===== config.mk =====
export PLATFORM = sky130hd
export DESIGN_NAME = wermon_ram
export DESIGN_NICKNAME = d
export VERILOG_FILES = /design/src/hw/rtl/wermon_ram.sv
export SDC_FILE = /design/constraint.sdc
export NUM_CORES = 1
export LEC_CHECK = 0
export BUFFER_PORTS_ARGS = -buffer_cell sky130_fd_sc_hd__buf_4
export CAP_MARGIN = 5
export CORE_UTILIZATION = 46
export CTS_CLUSTER_DIAMETER = 40
export DETAILED_ROUTE_END_ITERATION = 8
export HOLD_SLACK_MARGIN = 0.02
export PLACE_DENSITY = 0.64
export SYNTH_ARGS = -nofsm -noshare
export SYNTH_HDL_FRONTEND = slang
export SYNTH_SLANG_ARGS = --single-unit

===== constraint.sdc =====
create_clock -name clk_i -period 3.7 [get_ports clk_i]
set_clock_uncertainty 0.15 [all_clocks]
set_input_delay 0.37 -clock clk_i [delete_from_list [all_inputs] [get_ports clk_i]]
set_output_delay 0.37 -clock clk_i [all_outputs]
set_load 0.02 [all_outputs]

===== src/hw/rtl/wermon_ram.sv =====
// ----------------------------------------------------------------------------
// wermon_ram
// Generic single write port, single read port RAM with registered read data.
// ----------------------------------------------------------------------------
`default_nettype none

module wermon_ram #(
  parameter int unsigned WIDTH  = 8,
  parameter int unsigned DEPTH  = 16,
  parameter int unsigned ADDR_W = (DEPTH > 1) ? $clog2(DEPTH) : 1
) (
  input  wire logic              clk_i,
  input  wire logic              we_i,
  input  wire logic [ADDR_W-1:0] waddr_i,
  input  wire logic [WIDTH-1:0]  wdata_i,
  input  wire logic [ADDR_W-1:0] raddr_i,
  output logic      [WIDTH-1:0]  rdata_o
);

  logic [WIDTH-1:0] mem_q [DEPTH];

  always_ff @(posedge clk_i) begin
    if (we_i) begin
      mem_q[waddr_i] <= wdata_i;
    end
    rdata_o <= mem_q[raddr_i];
  end

endmodule

`default_nettype wire


==> impl_metrics.csv <==
group,metric,value,unit
job,max_cap_violations,0,
routing,postRouteAntennaNets,0,
synthesis,synthesis.nets,247,
pwr,largest_vdd_supply_drop,0.216,mV
critical_path,critical_path.max_fanout,8,
sta,setup_tns,0,ns
routing,totalWireLength,9590,um
cts,cts_num_sinks,136,
sta,period_needed,1.75,ns
pwr,leakagePower,0.00204,uW
placement,detailed_place.area,5450,um^2
synthesis,netlist_top_cells_area,"sky130_fd_sc_hd__edfxtp_1 (75%), sky130_fd_sc_hd__mux4_2 (7.9%), sky130_fd_sc_hd__mux4_1 (7.1%)",
synthesis,synth-seq-cells,136,
placement,post-place-ws,1.42,ns
final_layout,multi_input_area,1060,um^2
critical_path,reg2reg_slack,2.20,ns
critical_path,critical_path.startpoint_type,"primary input",
placement,globalplace.congestion,0.687,
cts,post_cts_sizing,0,
cts,clk_pin_slew_worst_paths,0.06,ns
global_route,grt_pass1_wl,14200,um
final_layout,nNetsFinal,290,
floorplanning,start_util,0.473,
routing,vias_per_cell,5.58,
sta,timing.final.setup_violations,0,
routing,drt_drc_violations_left,0,
final_layout,design_area,6100,um^2
sta,layout_worst_path_cycle_share,0.472,
floorplanning,row_count,38,
pwr,p_sw_frac,0.205,
sta,fmax,572,MHz
cts,cts_inserted_buffers,17,
routing,wire_length_per_cell_after_detailed_routing,22.6,um
sta,hold_viol_final,0,
global_route,globalRoute.totalOverflow,0,
cts,maximum_level_of_the_cts_h_tree,4,
pwr,p_clk_frac,0.463,
synthesis,synth.lib_cells_used.distinct,19,
final_layout,antenna_cells,0,
placement,buffers_added_on_ports,25,
pwr,cellInternalPower,2830,uW
final_layout,drive_gt1_frac,0.277,
synthesis,syn-cell-area,5150,um^2
global_route,grt_pass1_vias,2356,
cts,worstSkewPairLatency,0.52,ns
status,run_status,"completed",
final_layout,seq_area,4000,um^2
synthesis,avgSynthCellArea,22.5,um^2
floorplanning,design.die.area,11600,um^2
sta,report.final.slew_viol_count,0,
floorplanning,floorplan.core_area,10900,um^2
cts,cts_root_buffer,"sky130_fd_sc_hd__clkbuf_8",
critical_path,cp.arrival,1.73,ns
synthesis,yosysTopAreaCellShare,0.747,
pwr,share_comb_of_total_power,0.049,
pwr,cellPowerDensity,583,nW/um^2
routing,routed-via-count,2372,
critical_path,cp_data_required_time,3.69,ns
pwr,totalPowerFinal,3550,uW
sta,postLayoutSetupSlackWorst,1.95,ns
sta,rsz0062_at_grt,"no",
placement,detailed_place_hpwl,5770,um
floorplanning,floorplan.io_pins,26,
hold_path,hold_path_class,"in -> reg",
global_route,grt_start_max_net_pins,33,
cts,post_cts.repair.setup_buffers,0,
final_layout,num-fill-cells,787,
synthesis,gate_count_after_technology_mapping,229,
floorplanning,fp.dieH,108,um
cts,cts.path.max_buffers,2,
routing,drt_pass1_iterations,4,
sta,slew-limit-headroom,0.282,
cts,cts_tree,"done",
sta,timing.hold.ws,0.0297,ns
synthesis,synth_top_area_cell,"sky130_fd_sc_hd__edfxtp_1",
sta,worst_pin_slew,1.07,ns
synthesis,synth-seq-area-share,0.778,
floorplanning,chipWidth,108,um
routing,first_iter_violations,165,
pwr,switchingPower,727,uW
global_route,globalRouteTotalUtil,0.183,
critical_path,timing.critical_path.to_type,"flop",
global_route,antenna_found_initial,0,
synthesis,yosys_warnings,0,
critical_path,class_of_the_most_critical_setup_path,"in -> reg",
final_layout,syn_to_final_growth,18.4,%
pwr,seq_power_share,0.488,
==> repair_timing <==
item	in CTS	in global routing
endpoints found under the setup margin	0	0
endpoints found under the hold margin	80	0
hold buffers	5	0
==> cells by family (layout without fill, tap and decap cells) <==
| group | after synthesis | count (layout) | share of synthesized area |
|---|---|---|---|
| DFF | 136 | 136 | 0.778 |
| buffers and inverters | 10 | 66 | 0.0168 |
| muxes | 32 | 32 | 0.150 |
| AOI/OAI and AO/OA | 16 | 16 | 0.0233 |
| and+or+nand+nor | 35 | 35 | 0.0318 |
==> metal layers <==
metal,track usage,routed length (um),up-vias
li1,-,-,1061
met1,0.247,4040,1224
met2,0.283,4850,76
met3,0.0533,552,11
met4,0.0656,137,0
met5,0,0,-
==> registers in the layout, summed over array words and instances (netlist names) <==
signal / count
rdata_o: 8
mem_q: 128
==> worst max-delay path: stages <==
cell and delay, ns:
sky130_fd_sc_hd__buf_4 0.12, sky130_fd_sc_hd__or3b_2 0.51, sky130_fd_sc_hd__nor2_1 0.73
==> layout make-up <==
cell class,count,area share
Sequential cell,136,0.657
Multi-Input combinational cell,83,0.173
Clock buffer,17,0.0679
Timing Repair Buffer,34,0.0439
Clock inverter,15,0.0293
Tap cell,140,0.0287
==> metrics by stage <==
stage	util	std cells
3_3_place_gp	0.500	387
3_5_place_dp	0.501	388
6_report	0.560	425
5_1_grt	0.560	425
4_1_cts	0.560	425
2_1_floorplan	-	229
==> cells in the mapped netlist <==
cell                              number
sky130_fd_sc_hd__a22oi_1              16
sky130_fd_sc_hd__nand3b_1              2
sky130_fd_sc_hd__mux4_1               14
sky130_fd_sc_hd__buf_4                 1
sky130_fd_sc_hd__dfxtp_1               8
sky130_fd_sc_hd__or3b_2                1
sky130_fd_sc_hd__nor2_1               13
sky130_fd_sc_hd__nor2b_1               1
sky130_fd_sc_hd__nand3_1               1
sky130_fd_sc_hd__buf_6                 3
sky130_fd_sc_hd__buf_2                 3
sky130_fd_sc_hd__clkdlybuf4s25_2       3
sky130_fd_sc_hd__nand2b_1              2
sky130_fd_sc_hd__edfxtp_1            128
sky130_fd_sc_hd__nor3_1                4
sky130_fd_sc_hd__and2_1                1
sky130_fd_sc_hd__nand2_1               9
sky130_fd_sc_hd__and2b_1               1
sky130_fd_sc_hd__mux4_2               18
==> cell usage in the layout, fill, tap and decap left out, drive strengths merged <==
cell / n
and2: 1
or3b: 1
nand3b: 2
bufinv: 3
clkinv: 8
clkinvlp: 3
mux4: 32
nand2b: 2
clkbuf: 17
dfxtp: 8
a22oi: 16
buf: 29
nand3: 1
nand2: 9
dlygate4sd3: 5
nor3: 4
nor2: 13
inv: 1
edfxtp: 128
and2b: 1
nor2b: 1
==> worst paths after layout <==
kind,from,end,cells past startpoint
hold / removal,wdata_i[7],mem_q[5][7],1
hold reg to reg,mem_q[14][2],rdata_o[2],3
setup / recovery,waddr_i[2],mem_q[3][2],3
setup reg to reg,mem_q[2][4],rdata_o[4],3
==> power groups by stage <==
stage          combinational (uW)  sequential [uW]  clock [uW]
2_1_floorplan                87.4             1770           0
3_3_place_gp                  172             1760           0
3_5_place_dp                  174             1770           0
4_1_cts                       179             1730        1670
5_1_grt                       189             1730        1730
6_report                      175             1730        1640
Note: power is estimated with default switching activity, not from simulation.
