**src/hw/rtl/wermon_pkg.sv**
```systemverilog
// ----------------------------------------------------------------------------
// wermon_pkg
// Shared types and constants of the weighted event rate monitor.
// ----------------------------------------------------------------------------
`default_nettype none

package wermon_pkg;

  localparam int unsigned STAMP_W        = 48;
  localparam int unsigned RATE_W         = 32;
  localparam int unsigned WINDOW_W       = 32;
  localparam int unsigned WEIGHT_W       = 17;
  localparam int unsigned MUL_A_W        = 32;
  localparam int unsigned MUL_B_W        = 17;
  localparam int unsigned PROD_W         = MUL_A_W + MUL_B_W;
  localparam int unsigned RATE_SCALE_W   = 14;
  localparam int unsigned RING_DEPTH_DEF = 64;

  localparam logic [WEIGHT_W-1:0] ONE_Q16      = 17'h10000;
  localparam logic [MUL_B_W-1:0]  DECAY_Q16    = 17'd64881;
  localparam logic [MUL_B_W-1:0]  RATE_SCALE   = 17'd15625;
  localparam logic [WINDOW_W-1:0] WINDOW_RESET = 32'd1000000;

  typedef enum logic {
    REQ_RECORD = 1'b0,
    REQ_QUERY  = 1'b1
  } req_e;

endpackage

`default_nettype wire

```
**src/hw/rtl/wermon_mul.sv**
```systemverilog
// ----------------------------------------------------------------------------
// wermon_mul
// Shared unsigned multiplier with a registered product.
// ----------------------------------------------------------------------------
`default_nettype none

module wermon_mul
  import wermon_pkg::*;
(
  input  wire logic               clk_i,
  input  wire logic [MUL_A_W-1:0] a_i,
  input  wire logic [MUL_B_W-1:0] b_i,
  output logic      [PROD_W-1:0]  prod_o
);

  always_ff @(posedge clk_i) begin
    prod_o <= PROD_W'(a_i) * PROD_W'(b_i);
  end

endmodule

`default_nettype wire

```
**config.mk**
```make
export PLATFORM = sky130hd
export DESIGN_NAME = wermon_mul
export DESIGN_NICKNAME = d
export VERILOG_FILES = /design/src/hw/rtl/wermon_pkg.sv /design/src/hw/rtl/wermon_mul.sv
export SDC_FILE = /design/constraint.sdc
export NUM_CORES = 1
export LEC_CHECK = 0
export BUFFER_PORTS_ARGS = -buffer_cell sky130_fd_sc_hd__buf_2
export CAP_MARGIN = 20
export CORE_ASPECT_RATIO = 1.1
export CORE_MARGIN = 10
export CORE_UTILIZATION = 59
export CTS_BUF_LIST = sky130_fd_sc_hd__clkbuf_16
export CTS_CLUSTER_SIZE = 12
export DETAILED_ROUTE_END_ITERATION = 10
export PLACE_DENSITY_LB_ADDON = 0.05
export SLEW_MARGIN = 40
export SYNTH_ARGS = -nofsm -noshare
export SYNTH_HDL_FRONTEND = slang
export SYNTH_SLANG_ARGS = --single-unit
```
**constraint.sdc**
```tcl
create_clock -name clk_i -period 6.1 [get_ports clk_i]
set_clock_uncertainty 0.15 [all_clocks]
set_input_delay 0.305 -clock clk_i [delete_from_list [all_inputs] [get_ports clk_i]]
set_output_delay 0.305 -clock clk_i [all_outputs]
set_load 0.03 [all_outputs]
```
==> summary.txt, run 1 <==
Yosys
  • Mapped Cells: ~2100
  • Adder-Cell Fraction of Synth Area: 0.577
  • Post-Syn Area per Cell: around 9 um^2
  • Top cell type's share of synthesized area: 0.492
  • Top cells by area, synth: fa_1 (49%), inv_1 (11%), ha_1 (8.4%)
  • Post-synthesis simple-gate area fraction: 0.168
  • Synth area leader: fa_1
  • Mapped cell area: around 0.018 mm^2
  • Synth Area in Compound Gates: 0.0552
  • Post-synth cell types: between 50 and 60
  • Post-synthesis mux area share: 0.000548
  • Ys flop type: dfxtp_1
  • XOR/XNOR Fraction of Synth Area: 0.0202
  • EDFF count, synth: 0
  • Syn Nets: around 2700
  • Number of synthesis warnings: 0
  • Count leader, synth: inv_1
  • Largest family of logic cells by synthesized area: adder cells
  • FFs w/ async S/R, synth: 0
  • Sequential-to-total area share from yosys stat: 0.0537
  • Synth cell count leaders: inv_1 (518), fa_1 (449), nand2_1 (359)
  • Synthesized flop and latch total: 49

Clock tree
  • Hold-fix buffers, CTS: 0
  • CTS clk-pin slew, worst paths: ~0.080 ns
  • CTS tree: yes
  • Clk sinks: 49
  • Clock Path Buffers: 2
  • CTS Buf Count: 5
  • H-tree depth: 2
  • Clk root buf: clkbuf_16

Global routing
  • First-pass GRT wire length: around 84000 um
  • Total GRT Usage: 0.283
  • Global route overflow: 0
  • Vias in the first global route: approximately 16000
  • Largest net degree at the start of global routing: 23
  • Initial antenna violation count: 9

Placement
  • Final RePlAce weighted congestion: roughly 0.91
  • Hpwl dp: 46000 um
  • Dpl cells: around 2700
  • IO buf count: 98

Floorplanning
  • Core region area: 0.0305 mm^2
  • Die footprint: around 0.038 mm^2
  • Initial Util: 0.598
  • IO Pins: 99
  • Rows: 67
  • Die width: 188 um
  • Die H: between 200 and 250 um

Cells and area
  • Biggest regs: prod_o: 49 flops
  • Share of layout cells above drive strength 1: 0.180
  • Top reg by flops: prod_o
  • Largest register FFs: 49
  • Layout area overhead: 17.6%
  • Fin cells: between 2000 and 3000
  • Footprint of the multi-input gates: 0.0153 mm^2
  • Register area: approximately 980 um^2
  • Nets: between 2000 and 3000
  • Fill cells: 2515

Timing
  • Slew Limit Fails: 0
  • Fin Hold WS: approximately 0.31 ns
  • Tcrit/Tclk final: 0.992
  • Hold Fails Final Rpt: 0
  • Worst slew pin tran: between 0.5 and 0.6 ns
  • RSZ-0062 raised after global routing: yes
  • Min cycle time layout: slightly above 6 ns
  • Slew headroom: 0.611
  • Finish-stage setup viols: 0
  • Max frequency: about 0.17 GHz

Setup path
  • Cell family with most CP delay: adder cells
  • Most used cell along the critical path: fa_1
  • Worst Path Arrival: around 6.1 ns
  • Critical path's slowest cell: fa_1
  • Setup crit end kind: flop
  • Worst path cell trace: buf_4 > and2_4 > fa_1 > inv_1 > fa_1 > fa_1 > inv_2 > fa_1 > fa_1 > inv_2 > fa_1 > inv_2 > ha_4 > and3_4 > o211ai_1 > a31o_1 > a2111oi_4 > buf_4 > o211ai_4 > a2111oi_4 > nor3_2 > xnor2_1
  • Worst setup path class: in -> reg
  • Setup crit start kind: input pin
  • Max stage delay on crit path: 0.56 ns
  • Worst path buffer plus inverter count: 6
  • Crit path max fanout: 14
  • Critical Path RT: ~6.2 ns

Hold path
  • Hold WC Path Type: in -> reg
  • HP Start: b_i[2]
  • WHS Endpoint: prod_o[2]$_DFF_P_
  • Hold depth: 3

Detailed routing
  • WL/cell: around 20 um
  • Antenna Nets Post-Route: 0
  • DR pass1 iterations: 5
  • Via total after detailed routing: 14600
  • Drt drc: 0
  • DRT iter0 DRCs: between 600 and 700
  • Total Wirelength: ~54000 um
  • Vias per inst: roughly 5.3

Job
  • Max_cap viols: 0

Status
  • Status: complete, no violations
## routing by layer
metal / GRT usage / share of wire / up-vias
met5: 0 / 0.00045 / -
met4: 0.182 / 0.074 / 6
met3: 0.0343 / 0.045 / 199
met2: 0.543 / 0.55 / 477
li1: - / - / 6479
met1: 0.283 / 0.33 / 7389
## cell families after synthesis
logic type	Yosys count
XOR/XNOR	42
AO/OA/AOI/OAI	143
flip-flops	49
buffers and inverters	611
multiplexers	1
AND/OR/NAND/NOR	643
adder cells (fa/ha/maj)	572
## final cells by class
class	instances	share of cell area
diodes	4	0.000466
clock buffers	5	0.00583
clock inverters	3	0.000991
inverters	519	0.0908
multi-input cells	1401	0.714
flip-flops and latches	49	0.0457
well taps	414	0.0241
repair buffers	336	0.118
## how the worst max path moves through the flow
stage	cells past startpoint	startpoint	endpoint	slack, ns
final	22	b_i[7]	prod_o[46]$_DFF_P_	0.05
after global routing	23	a_i[14]	prod_o[46]$_DFF_P_	-0.13
after CTS	23	a_i[9]	prod_o[46]$_DFF_P_	-0.04
after detailed placement	22	b_i[2]	prod_o[46]$_DFF_P_	-0.78
after global placement	23	b_i[5]	prod_o[46]$_DFF_P_	-0.70
after floorplan	22	a_i[29]	prod_o[47]$_DFF_P_	0.005
## repair_timing
| item | 4_1_cts | 5_1_grt |
|---|---|---|
| pin swaps | 10 | 40 |
| setup endpoints to repair | 14 | 14 |
| buffers inserted | 0 | 4 |
| gates resized for setup | 28 | 85 |
## cells in the final DEF, fill, tap and decap left out, types with 4 or more instances in the layout
cell         n
nand4_1      4
xor2_1      12
inv_2        5
buf_6       10
o211ai_1     7
diode_2      4
o21bai_1     4
nand2b_1     4
ha_4         7
a21oi_2     10
nand2_2      6
ha_1       116
buf_12      14
a211o_1      4
clkbuf_16    5
xnor2_1     29
fa_1       445
inv_1      514
a21oi_1     40
nand3_1     10
a21o_1      19
nand2_1    354
clkbuf_4     4
nor3_1       7
nor2b_1      4
a31oi_1      5
and2_1     213
buf_2       80
buf_4      227
o21ai_0     11
dfxtp_1     49
nor2_1      19
fa_2         4
## per-stage QoR
step | worst slack [ns] | area (um^2) | util | setup TNS (ns)
2_1_floorplan | 0.00514 | 18300 | - | 0
3_3_place_gp | -0.696 | 20800 | 0.682 | -7.33
3_5_place_dp | -0.781 | 20800 | 0.682 | -8.25
4_1_cts | -0.0412 | 21100 | 0.691 | -0.0412
5_1_grt | -0.130 | 21500 | 0.703 | -0.784
6_report | 0.0486 | 21500 | 0.703 | 0
Power of run 1 is left out: the tool's default activity adds up to more than one toggle a clock period on the data nets, which glitch-free logic cannot reach.
==> run 2, diff against run 1 <==
--- a/config.mk
+++ b/config.mk
@@ -5,6 +5,7 @@
 export SDC_FILE = /design/constraint.sdc
 export NUM_CORES = 1
 export LEC_CHECK = 0
+export ABC_AREA = 1
 export BUFFER_PORTS_ARGS = -buffer_cell sky130_fd_sc_hd__buf_2
 export CAP_MARGIN = 20
 export CORE_ASPECT_RATIO = 1.1
==> run 2 against run 1 <==
Effect of this change: hold slack better by 0.064 ns; sequential share of layout area rose by 0.084 points; setup slack better by 0.32 ns; die area up 7.8%; global-route usage fell by 1.3 points; clock-buffer cell count did not move; via count rose by 10%; routed wire length fell by 1.0%; synthesized cell count increased by 32%; synthesized area rose by 8.8%; cell area decreased by 1.8%; first-iteration DRC count grew 46%; critical path type unchanged.
==> summary.txt, run 2 <==
Floorplanning
  • Initial Util: 0.598
  • Die width: about 200 um
  • Die H: between 200 and 250 um
  • IO Pins: 99
  • Die footprint: a little over 0.04 mm^2
  • Core region area: roughly 0.033 mm^2
  • Rows: 70

Cells and area
  • Largest register FFs: 49
  • Post-route design area: 0.0211 mm^2
  • Nets: 3388
  • Commonest non-fill, non-tap cell in the layout: inv_1
  • Top reg by flops: prod_o
  • Biggest regs: prod_o: 49 flops
  • ANT cells: 0
  • Share of layout cells above drive strength 1: 0.0698
  • Commonest non-fill, non-tap cells in the layout: inv_1 (893), nand2_1 (885), fa_1 (449)
  • Layout area overhead: 6.19%

Placement
  • Final RePlAce weighted congestion: around 0.95
  • Area after DPL: roughly 0.021 mm^2
  • IO buf count: 98
  • Hpwl dp: 44900 um

Detailed routing
  • Drt drc: 0
  • WL/cell: roughly 17 um
  • Total Wirelength: between 50000 and 60000 um
  • DRT iter0 DRCs: between 900 and 1000
  • Antenna Nets Post-Route: 0
  • Vias per inst: 5.01
  • DR pass1 iterations: 5
  • Via total after detailed routing: approximately 16000

Yosys
  • Ys flop type: dfxtp_1
  • Syn Nets: between 3000 and 4000
  • Synth cell count leaders: inv_1 (892), nand2_1 (885), fa_1 (449)
  • Sequential-to-total area share from yosys stat: 0.0494
  • Synthesized flop and latch total: between 40 and 50
  • Post-Syn Area per Cell: 7.28 um^2
  • Post-synth cell types: 23
  • Number of synthesis warnings: 0
  • Mapped cell area: between 0.015 and 0.02 mm^2
  • Top cell type's share of synthesized area: 0.453
  • EDFF count, synth: 0
  • Synth area leader: fa_1
  • Count leader, synth: inv_1
  • FFs w/ async S/R, synth: 0
  • Top cells by area, synth: fa_1 (45%), inv_1 (17%), nand2_1 (17%)
  • Mapped Cells: approximately 2700

Clock tree
  • Hold-fix buffers, CTS: 0
  • CTS Buf Count: 5
  • H-tree depth: 2
  • Clk root buf: clkbuf_16
  • Clock Path Buffers: 2
  • CTS tree: yes
  • Setup Fix Bufs, Post-CTS: 0
  • Post-CTS sizing: 0
  • Clk sinks: ~50
  • CTS clk-pin slew, worst paths: 0.07 ns

Setup path
  • Worst path cell trace: buf_2 > buf_4 > nand2_1 > fa_1 > inv_1 > fa_1 > fa_1 > fa_1 > fa_1 > inv_1 > fa_1 > inv_1 > ha_1 > nand2_1 > nor2_1 > nand2_1 > nor2_1 > nand3_1 > nand4_1 > nand2_1
  • Crit path max fanout: 16
  • Critical path's slowest cell: fa_1
  • Worst setup path class: in -> reg
  • Setup crit end kind: flop
  • Most used cell along the critical path: fa_1
  • Worst Path Arrival: 5.78 ns
  • Max stage delay on crit path: approximately 0.55 ns
  • Critical Path RT: around 6 ns
  • Setup crit start kind: input pin

Timing
  • Final setup TNS: 0 ns
  • Slew headroom: 0.499
  • Slew Limit Fails: 0
  • Finish-stage setup viols: 0
  • Min cycle time layout: approximately 5.7 ns
  • Fin Hold WS: 0.376 ns
  • Tcrit/Tclk final: 0.939
  • Worst slew pin tran: between 0.7 and 0.8 ns
  • Hold Fails Final Rpt: 0
  • Max frequency: about 0.17 GHz
  • RSZ-0062 raised after global routing: no

Global routing
  • Met2 usage: 0.444
  • Vias in the first global route: 17200
  • GR Layer Usage met3: 0.0451
  • Total GRT Usage: 0.270
  • GR peak layer: met2
  • Largest net degree at the start of global routing: 33
  • Global route overflow: 0
  • M1 GR Usage: 0.365
  • Initial antenna violation count: 1
  • First-pass GRT wire length: between 80000 and 90000 um

Job
  • Max_cap viols: 0

Status
  • Status: complete, no violations

Hold path
  • Hold WC Path Type: in -> reg
-- run 2: metrics by stage --
step,setup slack (ns),utilization,std cells
after CTS,0.392,0.635,3199
after global placement,0.0599,0.631,3191
after detailed placement,0.0822,0.631,3191
final,0.370,0.635,3199
after floorplan,0.656,-,2728
after global routing,0.148,0.635,3199
-- run 2: final timing paths --
check / startpoint / cells after the start / endpoint / slack [ns]
worst min-delay path: a_i[0] / 4 / prod_o[0]$_DFF_P_ / 0.38
worst max-delay path: b_i[11] / 20 / prod_o[46]$_DFF_P_ / 0.37
-- run 2: metal layers --
layer	vias to the layer above	share of wire
li1	7484	-
met1	7922	0.42
met2	548	0.47
met3	81	0.076
met4	2	0.027
met5	-	0.00021
-- run 2: area by class of cell --
class,count,area (um^2)
multi-input cells,1668,15100
fillers,3089,12100
inverters,896,3360
flip-flops and latches,49,981
repair buffers,146,976
well taps,432,541
clock buffers,5,125
clock inverters,3,18.8
-- run 2: cell families (layout without fill, tap and decap cells) --
| kind of cell | after synthesis | in the layout | synth area share |
|---|---|---|---|
| and+or+nand+nor | 1032 | 1032 | 0.207 |
| DFF | 49 | 49 | 0.0494 |
| buffers and inverters | 1011 | 1050 | 0.191 |
| adders and majority gates | 572 | 572 | 0.530 |
| AOI/OAI and AO/OA | 36 | 36 | 0.00996 |
| xor gates and xnor gates | 28 | 28 | 0.0124 |
-- run 2: critical path: cells and delay by family --
family | cells | cell delay, ns
buffers and inverters | 5 | 0.78
adder cells (fa/ha/maj) | 7 | 3.45
AND/OR/NAND/NOR | 8 | 1.24
Power of run 2 is left out for the same reason.
