--- config.mk ---
export PLATFORM = sky130hd
export DESIGN_NAME = wermon_div
export DESIGN_NICKNAME = d
export VERILOG_FILES = /design/src/hw/rtl/wermon_div.sv
export SDC_FILE = /design/constraint.sdc
export NUM_CORES = 1
export LEC_CHECK = 0
export BUFFER_PORTS_ARGS = -buffer_cell sky130_fd_sc_hd__buf_4
export CAP_MARGIN = 5
export CORE_MARGIN = 2
export CORE_UTILIZATION = 55
export DETAILED_ROUTE_END_ITERATION = 10
export GPL_ROUTABILITY_DRIVEN = 0
export PLACE_DENSITY = 0.78
export SYNTH_ARGS = -nofsm -noshare
export SYNTH_HDL_FRONTEND = slang
export SYNTH_SLANG_ARGS = --single-unit
--- constraint.sdc ---
create_clock -name clk_i -period 5.9 [get_ports clk_i]
set_input_delay 0.295 -clock clk_i [delete_from_list [all_inputs] [get_ports clk_i]]
set_output_delay 0.295 -clock clk_i [all_outputs]
set_load 0.01 [all_outputs]
--- src/hw/rtl/wermon_div.sv ---
// ----------------------------------------------------------------------------
// wermon_div
// Restoring unsigned divider, one quotient bit per cycle.
// ----------------------------------------------------------------------------
`default_nettype none

module wermon_div #(
  parameter int unsigned DIVD_W = 37,
  parameter int unsigned DVSR_W = 57
) (
  input  wire logic              clk_i,
  input  wire logic              rst_ni,
  input  wire logic              start_i,
  input  wire logic [DIVD_W-1:0] dividend_i,
  input  wire logic [DVSR_W-1:0] divisor_i,
  output logic                   done_o,
  output logic      [DIVD_W-1:0] quotient_o
);

  localparam int unsigned CNT_W = $clog2(DIVD_W + 1);

  logic              busy_q;
  logic [CNT_W-1:0]  cnt_q;
  logic [DIVD_W-1:0] dq_q;
  logic [DVSR_W-1:0] rem_q;
  logic [DVSR_W-1:0] dvsr_q;
  logic [DVSR_W:0]   trial;
  logic              fits;

  assign trial = {rem_q, dq_q[DIVD_W-1]};
  assign fits  = trial >= {1'b0, dvsr_q};

  always_ff @(posedge clk_i or negedge rst_ni) begin
    if (!rst_ni) begin
      busy_q <= 1'b0;
      cnt_q  <= '0;
      done_o <= 1'b0;
    end else begin
      done_o <= busy_q && !start_i && (cnt_q == CNT_W'(1));
      if (start_i) begin
        busy_q <= 1'b1;
        cnt_q  <= CNT_W'(DIVD_W);
      end else if (busy_q) begin
        cnt_q <= cnt_q - 1'b1;
        if (cnt_q == CNT_W'(1)) begin
          busy_q <= 1'b0;
        end
      end
    end
  end

  always_ff @(posedge clk_i) begin
    if (start_i) begin
      dq_q   <= dividend_i;
      rem_q  <= '0;
      dvsr_q <= divisor_i;
    end else if (busy_q) begin
      rem_q <= fits ? DVSR_W'(trial - {1'b0, dvsr_q}) : DVSR_W'(trial);
      dq_q  <= {dq_q[DIVD_W-2:0], fits};
    end
  end

  assign quotient_o = dq_q;

endmodule

`default_nettype wire

==> results.txt, run 1 <==
The run finished with clean final reports. The first-pass GRT wire length is 38.7 mm, and the number of hold buffers added after cts is 1. The floorplan has 49 rows. The repair_antennas step left the layout with diodes totalling 0. The detailed-route DRC error count was 0. The initial antenna violation count came out at 0.

For the total of cells resized after clock tree synthesis, the log shows 0. The run gives 0.45 ns as the clock latency at the later pin of the worst-skew pair. STA classifies the critical path startpoint as a flop. In the final timing run, aggregate negative setup slack is 0 ns. In this run the worst path has a maximum fanout of 48.

Cell with the largest stage delay on the worst path: or3_2. The run gives 17 as the total CTS buffers. The number of setup buffers added after CTS is 0. Compared with the post-synthesis result, the final layout area differs by 17.1%. In the layout the commonest cells are buf_4, edfxtp_1, nor2_1. The finished cells cover 11,700 um2. The part of the Yosys area used for sequential elements was 0.417; the height of the die was 139 um. The clock passes through at most 2 buffers. The flop and latch count out of synthesis was 159. Tracing the worst setup path back leads to its startpoint at quotient_o[36]$_DFFE_PP_. Of all cell types, the one taking the most synthesized area is edfxtp_1. The run gives 782 as the violation count after the first detailed-routing iteration.

The hold path startpoint is divisor_i[22]. The portion of synthesized cell area occupied by the leading cell type is 0.283. Entering global routing, the biggest net connects 72 pins. For the worst slew margin relative to its limit, the log shows 0.446. The tools report the sort of element at the end of the critical path as a flop.

The actual slew at the worst max-slew pin is 0.832 ns, and the number of sinks handled by clock tree synthesis is 159. The global routing stage identified its most utilized layer as met2. The routing usage on met2 came out at 0.393. During synthesis, Yosys emitted a total of 0 warnings.

The path class of the tightest hold or removal check is primary input to flop. Top flip-flop cell by instance count after synthesis: edfxtp_1. The number of global-route vias before repair was 7,832. Leaving out fill and tap cells, the most frequent cell in the layout is buf_4. Traced cell by cell, the critical path runs through inv_1, ha_1, inv_1, fa_1, a21oi_1, nor2_1, o211ai_1, and4_1, o31ai_2, a211oi_1, o31ai_2, or3_2, buf_4, mux2i_1, a211oi_1. Setup violations remaining at the end of the flow were counted as 0. 135 I/O pins were placed.

The worst stage delay on the critical path works out to 0.50 ns. The critical path is of the flop to flop type. The remaining antenna violation count after routing is 0, and the total via count in the routed design is 8,175. TritonCTS built the clock tree. After layout, the design draws a total of 4.76 mW. The logs give 0.653 for the core utilization of the finished layout and 1,464 for the filler cell count. The beginning of the worst register-to-register path is quotient_o[36]$_DFFE_PP_. The clock period could shrink to 3.92 ns. The met3 global-route usage is 0.0628, and the leakage component of the power is 4.95 nW. Buffers placed on the I/O ports in this run total 134.

The die covers 19,200 um2. Summing all flip-flop and latch instances after layout gives 4170 um2. Once placement finished, the instance area stood at 11,000 um2. HPWL after detailed placement: 16.9 mm. The hold violation total from the final report came out at 0. For the number of non-filler instances in the completed layout, the log shows 1,379.

The maximum clock skew at final layout is 0.0154 ns, and the worst setup margin is 1.98 ns. The arrival time at the worst endpoint is 4.26 ns, and the average instance area after synthesis is 9.64 um2. The floorplan step set the die width to 139 um. Total iterations of the first detailed-routing run: 7.

The floorplan step defined a core boundary enclosing 17,900 um2. The final routed wirelength across all metal layers was 23.8 mm. The depth of the worst hold-timing path is 1.

When the netlist entered floorplanning its net count stood at 1,193. Global routing finished with a remaining overflow of 0. Number of placed instances, taps included: 1,346. The initial cell density of the core came out at 0.558. In the final layout, the multi-input gates occupy 5250 um2.

The root buffer selected by CTS is clkbuf_16. Static timing analysis puts the maximum clock frequency at 255 MHz. Worst voltage drop across the vdd grid: 0.000323 V. The number of cells on the worst reg-to-reg path is 15. In the post-synthesis netlist, the biggest area contributors are edfxtp_1, dfxtp_1, ha_1, mux2i_1, mux2_2. Data on the critical path is required at its endpoint by 6.24 ns.

Before CTS, the worst setup slack after placement is 1.98 ns. The run gives 1,294 as the number of nets in the layout. Met1 track demand over resource in global routing: 0.330.

Average wire length per cell after detail routing: 17.2 um. The worst slack on hold paths came out at 0.0187 ns. In this run, synthesis inferred 94 flip-flops with an integrated enable. In the synthesized netlist, the number of instances is 1,036. The clock tree synthesis step divided the H-tree into 4 levels. The post-route clock period utilization is 0.665, and the count of maximum capacitance violations is 0.

The number of different library cells used by synthesis comes to 73. The synthesized netlist occupies a cell area of 9980 um2. Dividing total power by cell area gives a power density of 407 nW/um2. The tools report the final max-slew violation count as 0.

After clock tree synthesis, the clock-pin slew on the worst setup and hold paths is 0.08 ns. Fraction of layout instances using a drive strength above 1: 0.201. For the combined global-route utilization of all metal layers, the log shows 0.244.

Setup repair after global routing left no endpoint under its margin. Using the TritonRoute via totals, the vias-per-cell ratio works out to 5.93. Async set-or-reset flop fraction in the synthesized netlist: 0.0503.
state kept, by name, indices dropped and copies added (netlist names):
signal      flops
rem_q          57
quotient_o     37
done_o          1
busy_q          1
dvsr_q         57
cnt_q           6
path summary, 6_finish.rpt:
kind	endpoint	slack, ns
worst max-delay path	rem_q[34]$_SDFFE_PP0P_	1.98
worst min-delay path	dvsr_q[22]$_DFFE_PP_	0.02
worst max register to register	rem_q[34]$_SDFFE_PP0P_	1.98
worst min register to register	rem_q[31]$_SDFFE_PP0P_	0.50
max in group asynchronous	busy_q$_DFF_PN0_	5.56
min in group asynchronous	done_o$_DFF_PN0_	0.19
area by class of cell:
cell class | count | area share
multi-input cells | 740 | 0.449
flip-flops and latches | 159 | 0.356
repair buffers | 141 | 0.0911
clock buffers | 17 | 0.0364
inverters | 78 | 0.0251
well taps | 229 | 0.0245
clock inverters | 15 | 0.0176
cell families after synthesis:
logic type	share of synthesized area
buffers and inverters	0.0574
AND/OR/NAND/NOR	0.140
adder cells (fa/ha/maj)	0.0759
multiplexers	0.0871
AO/OA/AOI/OAI	0.178
flip-flops	0.417
XOR/XNOR	0.0447
worst max-delay path, delay by kind of cell, from the launching register on:
kind	cells	cell delay, ns
buffers and inverters	3	0.54
DFF	1	0.42
AOI/OAI and AO/OA	6	1.24
adders and majority gates	2	0.54
and+or+nand+nor	3	0.85
muxes	1	0.21
Yosys cell counts, drive strengths merged, types with 20 or more instances:
library cell / n
edfxtp: 94
nor2: 93
inv: 78
a21oi: 69
nand2: 69
ha: 59
dfxtp: 57
a211oi: 47
mux2i: 43
o21ai: 42
mux2: 39
xnor2: 33
clkbuf: 32
buf: 27
a21o: 24
nand4: 23
nand2b: 20
per-layer routing:
metal,wire length (um),part of all wire
met5,0,0
met4,395,0.017
met3,1660,0.070
met2,11100,0.47
met1,10500,0.44
where the power goes:
part	internal (mW)	switching, mW	total, mW	leakage, nW
clock	0.585	0.567	1.15	0.300
combinational	0.891	1.17	2.06	3.14
sequential	1.38	0.155	1.54	1.51
(Power assumes the default switching activity.)
==> run 2: changes to the inputs <==
--- a/config.mk
+++ b/config.mk
@@ -8,7 +8,7 @@
 export BUFFER_PORTS_ARGS = -buffer_cell sky130_fd_sc_hd__buf_4
 export CAP_MARGIN = 5
 export CORE_MARGIN = 2
-export CORE_UTILIZATION = 55
+export CORE_UTILIZATION = 53
 export DETAILED_ROUTE_END_ITERATION = 10
 export GPL_ROUTABILITY_DRIVEN = 0
 export PLACE_DENSITY = 0.78
==> constraint.sdc (replaced) <==
create_clock -name clk_i -period 3.6 [get_ports clk_i]
set_input_delay 0.18 -clock clk_i [delete_from_list [all_inputs] [get_ports clk_i]]
set_output_delay 0.18 -clock clk_i [all_outputs]
set_load 0.01 [all_outputs]
==> results.txt, run 2 (same netlist as run 1, synthesis figures left out) <==
The tools report the initial cell density of the core as 0.537. The tools report the critical register-to-register path endpoint as rem_q[55]$_SDFFE_PP0P_. Beginning of the worst register-to-register path: dvsr_q[9]$_DFFE_PP_. After detailed routing, the average wire length per cell comes to 16.6 um. The total iterations of the first detailed-routing run was 6.

The setup path with the least slack is of type flop to flop. The height of the die came out at 141 um. The logs give 3.07 mW for the net load switching power and 0.24 ns for the slack of the worst reg-to-reg path. Most common cell after layout, fill and taps aside: buf_4. The clock-pin slew on the worst setup and hold paths is 0.08 ns, and the number of cell rows is 50. In this run the worst setup path terminates at rem_q[55]$_SDFFE_PP0P_. The post-route total power is 7.87 mW.

The worst slew margin relative to its limit is 0.446. STA classifies the critical path endpoint as a flop. The tools report the combined global-route utilization of all metal layers as 0.244.

The part of the power in the clock network came out at 0.233. The count of maximum capacitance violations was 0. Power density of the placed cells: 636 nW/um2. In this run the tool buffered the top-level ports with 134 buffer cells. STA puts the critical path data required time at 3.95 ns. The largest fanout on the critical path was 6; the highest clock frequency the design can meet was 297 MHz.

The repair_antennas step left the layout with diodes totalling 0. The worst setup path is launched from a flop. Entering global routing, the biggest net connects 91 pins. The number of sinks handled by clock tree synthesis came out at 159. The internal power consumption is 4.79 mW, and the final instance area is 12,400 um2.

The routed design has 24.2 mm of wire. The logs give 0.447 for the combinational cell fraction of total power and 39.5 mm for the first-pass GRT wire length. At the pin with the least slew margin, the transition time is 0.831 ns. Using the TritonRoute via totals, the vias-per-cell ratio works out to 5.81. The tools report the final number of setup-violating endpoints as 0. In the layout the commonest cells are buf_4, edfxtp_1, nor2_1. Tracing the worst setup path back leads to its startpoint at dvsr_q[9]$_DFFE_PP_. By instance count, the cell type seen most on the critical path is o211ai_1. The signal on the critical path passes through inv_1, ha_1, nand2_1, o311ai_1, or3_1, o211ai_1, a21oi_1, o21bai_1, buf_4, a211oi_1, o211ai_1, or2_1, a311oi_1. The run gives 8,207 as the number of global-route vias before repair. The flow ran to the end, and the final reports show no timing, DRC or antenna violations. VDD sags by at most 0.000533 V. Across the whole layout, storage elements account for 4170 um2. In this run the count of I/O pins placed on the die edge is 135. The run gives 5.25 nW as the leakage component of the power. The hold violation total from the final report was 0; the HPWL after detailed placement was 16.9 mm. The remaining antenna violation count after routing is 0, and the final max-slew violation count is 0. The total area inside the core boundary comes to 18,600 um2. The initial antenna violation count is 0. The root buffer selected by CTS is clkbuf_16.

Depth of the most critical reg-to-reg path: 13. The path category of the worst min-delay check was primary input to flop. The detailed-route DRC error count was 0; the die outline width was 141 um. TritonCTS built the clock tree. For this block, the via count after detailed routing is 8,435.

Clock skew on the completed layout was measured at 0.0166 ns. The total congestion overflow after global routing was 0. The cell with the largest stage delay on the worst path was o311ai_1. Total CTS buffers: 17.

Compared with the post-synthesis result, the final layout area differs by 24.0%. For the clock latency at the later pin of the worst-skew pair, the log shows 0.44 ns. The filler cell count was 1,444.

The post-route clock period utilization came out at 0.935. The number of buffers on the longest clock path came out at 2. Setup repair after global routing left no endpoint under its margin. The floorplan step defined a die boundary enclosing 20,000 um2.

The violation count after the first detailed-routing iteration was 716; the fraction of layout instances using a drive strength above 1 was 0.203. The final layout contains 1,363 nets. The routed design could run at a clock period as short as 3.36 ns.

The number of H-tree levels was 4; the portion of total power attributed to sequential cells was 0.320. Switching part of the total power: 0.391. Placed cell area: 11,200 um2. The worst stage delay on the critical path is 0.45 ns, and the arrival time at the worst endpoint is 3.71 ns.

The area taken by multi-input logic gates is 5270 um2.
-- run 2: area by class of cell --
class	instances	share of cell area
clock buffer	17	0.0344
clock inverter	15	0.0150
inverter	78	0.0237
multi-input combinational	740	0.426
sequential	159	0.337
tap	234	0.0237
timing repair buffer	210	0.141
-- run 2: timing repair --
item                                   4_1_cts  5_1_grt
setup buffers                                0        1
pin swaps                                    0        1
endpoints found under the hold margin       65        0
resized for setup                            1        5
setup endpoints to repair                   13       48
hold buffers                                58        0
-- run 2: worst min-delay path by stage --
stage | from | depth (start not counted) | to | slack, ns
global route | dividend_i[15] | 2 | quotient_o[15]$_DFFE_PP_ | 0.02
floorplan | rst_ni | 0 | busy_q$_DFF_PN0_ | -0.12
finish | dividend_i[15] | 2 | quotient_o[15]$_DFFE_PP_ | 0.03
global placement | rst_ni | 1 | done_o$_DFF_PN0_ | 0.006
CTS | dividend_i[15] | 2 | quotient_o[15]$_DFFE_PP_ | 0.02
detailed placement | rst_ni | 1 | done_o$_DFF_PN0_ | 0.008
-- run 2: through the flow --
step / hold WS, ns / cells / setup TNS [ns] / worst slack [ns] / utilization
after floorplan: -0.116 / 1036 / 0 / 0.302 / -
after global placement: 0.00611 / 1362 / 0 / 0.0783 / 0.600
after detailed placement: 0.00783 / 1362 / -0.0168 / -0.0168 / 0.600
after CTS: 0.0195 / 1452 / 0 / 0.118 / 0.664
after global routing: 0.0244 / 1453 / 0 / 0.0275 / 0.666
final: 0.0315 / 1453 / 0 / 0.235 / 0.666
-- run 2: power by group through the flow --
stage               logic, mW  clock network (mW)  registers [mW]
floorplan                2.59                   0            2.50
global placement         3.30                   0            2.54
detailed placement       3.35                   0            2.54
CTS                      3.44                1.87            2.51
global route             3.86                1.93            2.56
finish                   3.52                1.83            2.52
-- run 2: worst max-delay path, delay by kind of cell, from the launching register on --
family / cells / cell delay [ns]
compound gates: 7 / 1.76
simple gates: 3 / 0.57
fa+ha+maj: 1 / 0.38
flops: 1 / 0.33
buf+inv: 2 / 0.23
-- run 2: routing by layer --
metal	up-vias	GRT usage	routed length (um)
li1	4123	-	-
met1	3964	0.321	10700
met2	298	0.388	11200
met3	50	0.0632	1630
met4	0	0.0905	606
met5	-	0	0
